$ cat config.mk
export PLATFORM = sky130hd
export DESIGN_NAME = mlsf_ctrl
export DESIGN_NICKNAME = d
export VERILOG_FILES = /design/src/design/mlsf_pkg.sv /design/src/design/mlsf_ctrl.sv
export SDC_FILE = /design/constraint.sdc
export NUM_CORES = 1
export LEC_CHECK = 0
export BUFFER_PORTS_ARGS = -buffer_cell sky130_fd_sc_hd__buf_2
export CORE_AREA = 2 2 39 41
export DETAILED_ROUTE_END_ITERATION = 6
export DIE_AREA = 0 0 41 43
export PLACE_DENSITY_LB_ADDON = 0.2
export SETUP_SLACK_MARGIN = 0.4
export SLEW_MARGIN = 40
export SYNTH_ARGS = -nofsm -noshare
export SYNTH_HDL_FRONTEND = slang
export SYNTH_SLANG_ARGS = --single-unit
$ cat constraint.sdc
create_clock -name clk -period 2.4 [get_ports clk]
set_clock_uncertainty 0.2 [all_clocks]
set_input_delay 0.48 -clock clk [delete_from_list [all_inputs] [get_ports clk]]
set_output_delay 0.48 -clock clk [all_outputs]
set_load 0.05 [all_outputs]
$ cat src/design/mlsf_pkg.sv
// Shared types and constants for the MAC learning switch forwarding block.
// Holds beat payload structs, controller/datapath command and status structs.
// No dependencies.
package mlsf_pkg;

  localparam int PORTS         = 8;
  localparam int TABLE_ENTRIES = 64;
  localparam int IDX_W         = $clog2(TABLE_ENTRIES);
  localparam int MAC_W         = 48;
  localparam int PORT_W        = 3;
  localparam int TIME_W        = 32;
  localparam int AGE_W         = 31;
  localparam int MASK_W        = 8;
  localparam int CNT_W         = 4;

  localparam logic [AGE_W-1:0] AGE_RESET = AGE_W'(300);
  localparam int GROUP_BIT = 40;

  localparam logic [1:0] FUNC_RX   = 2'd0;
  localparam logic [1:0] FUNC_TX   = 2'd1;
  localparam logic [1:0] FUNC_TICK = 2'd2;

  localparam logic [1:0] KIND_HOST  = 2'd0;
  localparam logic [1:0] KIND_BCAST = 2'd1;
  localparam logic [1:0] KIND_MCAST = 2'd2;
  localparam logic [1:0] KIND_OTHER = 2'd3;

  localparam logic [1:0] REG_LEARN_ENABLE = 2'd0;
  localparam logic [1:0] REG_AGE_LIMIT    = 2'd1;
  localparam logic [1:0] REG_OWN_MAC      = 2'd2;
  localparam logic [1:0] REG_PORT_COUNT   = 2'd3;

  typedef struct packed {
    logic [1:0]       func;
    logic [1:0]       frame_kind;
    logic [2:0]       in_port;
    logic [MAC_W-1:0] src_mac;
    logic [MAC_W-1:0] dst_mac;
  } in_item_t;

  typedef struct packed {
    logic              local_deliver;
    logic [MASK_W-1:0] out_ports;
    logic              flooded;
    logic              table_hit;
  } out_item_t;

  typedef struct packed {
    logic [MAC_W-1:0]  mac;
    logic [PORT_W-1:0] port;
    logic [TIME_W-1:0] expiry;
  } entry_t;

  typedef struct packed {
    logic load;
    logic learn_start;
    logic learn_write;
    logic look_start;
    logic look_end;
    logic finish;
  } cmd_t;

  typedef struct packed {
    logic need_learn;
    logic need_lookup;
    logic scan_idle;
  } status_t;

endpackage

$ cat src/design/mlsf_ctrl.sv
// Controller: sequences decode, learn scan and write, lookup scan and result.
// Depends on mlsf_pkg.
module mlsf_ctrl import mlsf_pkg::*; (
  input  logic    clk,
  input  logic    rst,
  input  logic    in_valid,
  output logic    in_ready,
  output logic    out_valid,
  input  logic    out_ready,
  input  status_t stat,
  output cmd_t    cmd
);

  typedef enum logic [3:0] {
    IDLE, DISPATCH, LEARN_GO, LEARN_WAIT, LEARN_WR,
    LOOK_GO, LOOK_WAIT, LOOK_END, FINISH
  } state_t;

  state_t state, state_next;
  logic   fin_fire;

  assign fin_fire = (state == FINISH) && (!out_valid || out_ready);

  always_comb begin
    cmd             = '0;
    cmd.load        = in_valid && in_ready;
    cmd.learn_start = (state == LEARN_GO);
    cmd.learn_write = (state == LEARN_WR);
    cmd.look_start  = (state == LOOK_GO);
    cmd.look_end    = (state == LOOK_END);
    cmd.finish      = fin_fire;
    state_next      = state;
    unique case (state)
      IDLE:       if (in_valid) state_next = DISPATCH;
      DISPATCH: begin
        if (stat.need_learn) state_next = LEARN_GO;
        else if (stat.need_lookup) state_next = LOOK_GO;
        else state_next = FINISH;
      end
      LEARN_GO:   state_next = LEARN_WAIT;
      LEARN_WAIT: if (stat.scan_idle) state_next = LEARN_WR;
      LEARN_WR:   state_next = stat.need_lookup ? LOOK_GO : FINISH;
      LOOK_GO:    state_next = LOOK_WAIT;
      LOOK_WAIT:  if (stat.scan_idle) state_next = LOOK_END;
      LOOK_END:   state_next = FINISH;
      FINISH:     if (fin_fire) state_next = IDLE;
      default:    state_next = IDLE;
    endcase
  end

  always_ff @(posedge clk) begin
    if (rst) begin
      state     <= IDLE;
      in_ready  <= 1'b1;
      out_valid <= 1'b0;
    end else begin
      state    <= state_next;
      in_ready <= (state_next == IDLE);
      if (fin_fire) begin
        out_valid <= 1'b1;
      end else if (out_ready) begin
        out_valid <= 1'b0;
      end
    end
  end

endmodule

==> results.toml <==
[global_route]
antenna_found_initial = 0
use_met1_pct = 16.2
grt_overflow_total = 0
track_usage_pct = 11.6
gr-usage-met2_pct = 16.6
grt-busiest-layer = "met2"
grt_pass1_wl_um = 1410
met3_usage_pct = 1.57
grt_pass1_vias = 352
grt_max_degree = 12

[power_and_ir_drop]
power_mw = 0.369
p_sw_share_pct = 38.6
p_switching_mw = 0.143
power_density_mw_per_mm2 = 672
p_leak_nw = 0.223
p_int_mw = 0.227
seq_power_share_pct = 32.7
combPwrFrac_pct = 43.2
peakVddDrop_mv = 0.383
p_clk_share_pct = 24.1

[clock_network]
cts_root_buf = "clkbuf_4"
clock_path_buffers = 2
ctsHoldBuffers = 0
clk_latency_ns = 0.24
cts_tree = "yes"
cts_max_level = 1
cts_sinks = 6
cts_buffers = 3
path_clk_slew_ns = 0.04

[floorplan]
die_height_um = 43
die_area_mm2 = 0.00176
core_area_mm2 = 0.00138
start_util_pct = 27.8
num_rows = 14
die_x_um = 41
ios = 15

[place]
hpwl_um = 664
gp_congestion = 0.699
pre_cts_ws_ns = 0.315
port_buffers = 14

[sta]
slew_viol_final = 0
timing.final.crit_share_pct = 88.8
rsz0062_at_grt = "true"
hold_violations = 0
max_freq_ghz = 0.469
fin_setup_tns_ns = 0
finalSetupViolCount = 0
min_period_ns = 2.13
max-slew-margin-rel_pct = 67.1
tightest_slew_ns = 0.493
setup_ws_ns = 0.270

[setup_path]
crit_required_ns = 1.72
endpoint_kind = "primary output"
r2r-start = "state[1]$_SDFF_PP0_"
path_class = "flip-flop to primary output"
r2r_cells = 5
startpoint_type = "flip-flop"
crit_chain = "or4b_4 -> and2b_2 -> buf_8"
crit_arrival_ns = 1.45
crit_path_max_fanout = 2
r2r-end = "in_ready$_SDFF_PP1_"
r2r_setup_slack_ns = 0.72
crit_slowest_cell = "or4b_4"
crit_start = "state[1]$_SDFF_PP0_"
critPathMaxStageDelay_ns = 0.51

[detailed_routing]
firstDrtPassIters = 4
avgViaCountPerCell = 5.00
drtAntennaViolNets = 0
post_drt_wl_per_cell_um = 10.9
route.detailed.drc = 0
wirelength_um = 854
drtIter0Drc = 6
vias = 390

[yosys]
synthCells = 45
synth-seq-area-share_pct = 31.3
syn-cell-area_um2 = 384
async_reset_ff_share_pct = 0
yosysWarningCount = 0
ys_types = 27
synth_flop_cell = "dfxtp_1"
avgSynthCellArea_um2 = 8.54
synth_nets = 52
synth_edf_count = 0
synth-seq-cells = 6

[layout]
areaGrowthSynthToFinish_pct = 43.0
drive_gt1_share_pct = 48.4
fillers = 144
nets = 71
seq_area_um2 = 124
n_antenna_cell = 0
multi_input_area_um2 = 244

[min_path]
holdPathEnd = "out_valid$_SDFFE_PP0P_"
hold_path.class = "input port to flip-flop"
min_from = "rst"
hold_path_depth = 2

[status]
outcome = "completed"

[run]
cap_violations = 0
## layout by cell type, fill, tap and decap left out, types with 2 or more instances in the layout
master	n
buf_4	6
nor4_1	2
dfxtp_1	5
nor4_2	2
inv_1	2
nor2_1	3
clkbuf_4	5
o21ai_0	3
buf_2	9
a21oi_1	2
a2111oi_1	2
## synth_stat cells, types with 2 or more instances
master	number	area (um2)
a2111oi_1	2	20.0
a21oi_1	2	10.0
buf_2	2	10.0
buf_4	2	15.0
dfxtp_1	6	120
inv_1	2	7.51
nor2_1	3	11.3
nor3_1	2	10.0
nor4_1	4	25.0
o21ai_0	3	15.0
## sequential cells by signal, summed over array words and instances (netlist names)
signal     count
state          4
in_ready       1
out_valid      1
## what timing repair did
item	4_1_cts	5_1_grt
pin swaps	1	1
gates resized for setup	7	3
hold endpoints to repair	0	0
endpoints found under the setup margin	3	5
buffers inserted	2	0
## cell families (layout without fill, tap and decap cells)
group / after synthesis / count (layout) / synth area share (%)
mux: 1 / 1 / 2.61
compound gates: 12 / 12 / 22.5
simple gates: 19 / 19 / 32.3
buf+inv: 7 / 24 / 11.4
flops: 6 / 6 / 31.3
## power groups by stage
stage,clock [mW],sequential [mW],combinational [mW]
2_1_floorplan,0,0.143,0.101
3_3_place_gp,0,0.126,0.149
3_5_place_dp,0,0.125,0.148
4_1_cts,0.0944,0.120,0.159
5_1_grt,0.0980,0.122,0.172
6_report,0.0889,0.121,0.160
## how the worst max path moves through the flow
stage | endpoint | depth (start not counted)
3_5_place_dp | cmd[0] | 3
6_report | cmd[0] | 3
5_1_grt | cmd[0] | 3
3_3_place_gp | cmd[0] | 3
4_1_cts | cmd[0] | 3
2_1_floorplan | cmd[2] | 3
## worst max-delay path, delay by kind of cell, from the launching register on
kind / cells / cell delay [ns]
buffers and inverters: 1 / 0.14
DFF: 1 / 0.33
and+or+nand+nor: 2 / 0.75
## cell type report
type	count	share of cell area (%)
Inverter	2	1.37
Clock buffer	3	4.10
Multi-Input combinational cell	32	44.4
Timing Repair Buffer	19	23.9
Sequential cell	6	22.6
Tap cell	16	3.64
## stage by stage
stage | hold slack, ns | cell area [um2] | utilization, % | cells
after floorplan | 0.333 | 414 | - | 45
after global placement | 0.323 | 484 | 35.0 | 73
after detailed placement | 0.317 | 484 | 35.0 | 73
after CTS | 0.293 | 541 | 39.1 | 78
after global routing | 0.318 | 549 | 39.7 | 78
final | 0.301 | 549 | 39.7 | 78
## layer usage
metal  vias to the layer above  wire length, um
met1                       178              389
met4                         0                0
met2                         9              402
li1                        203                -
met3                         0               62
met5                         -                0
Note: power is estimated with default switching activity, not from simulation.
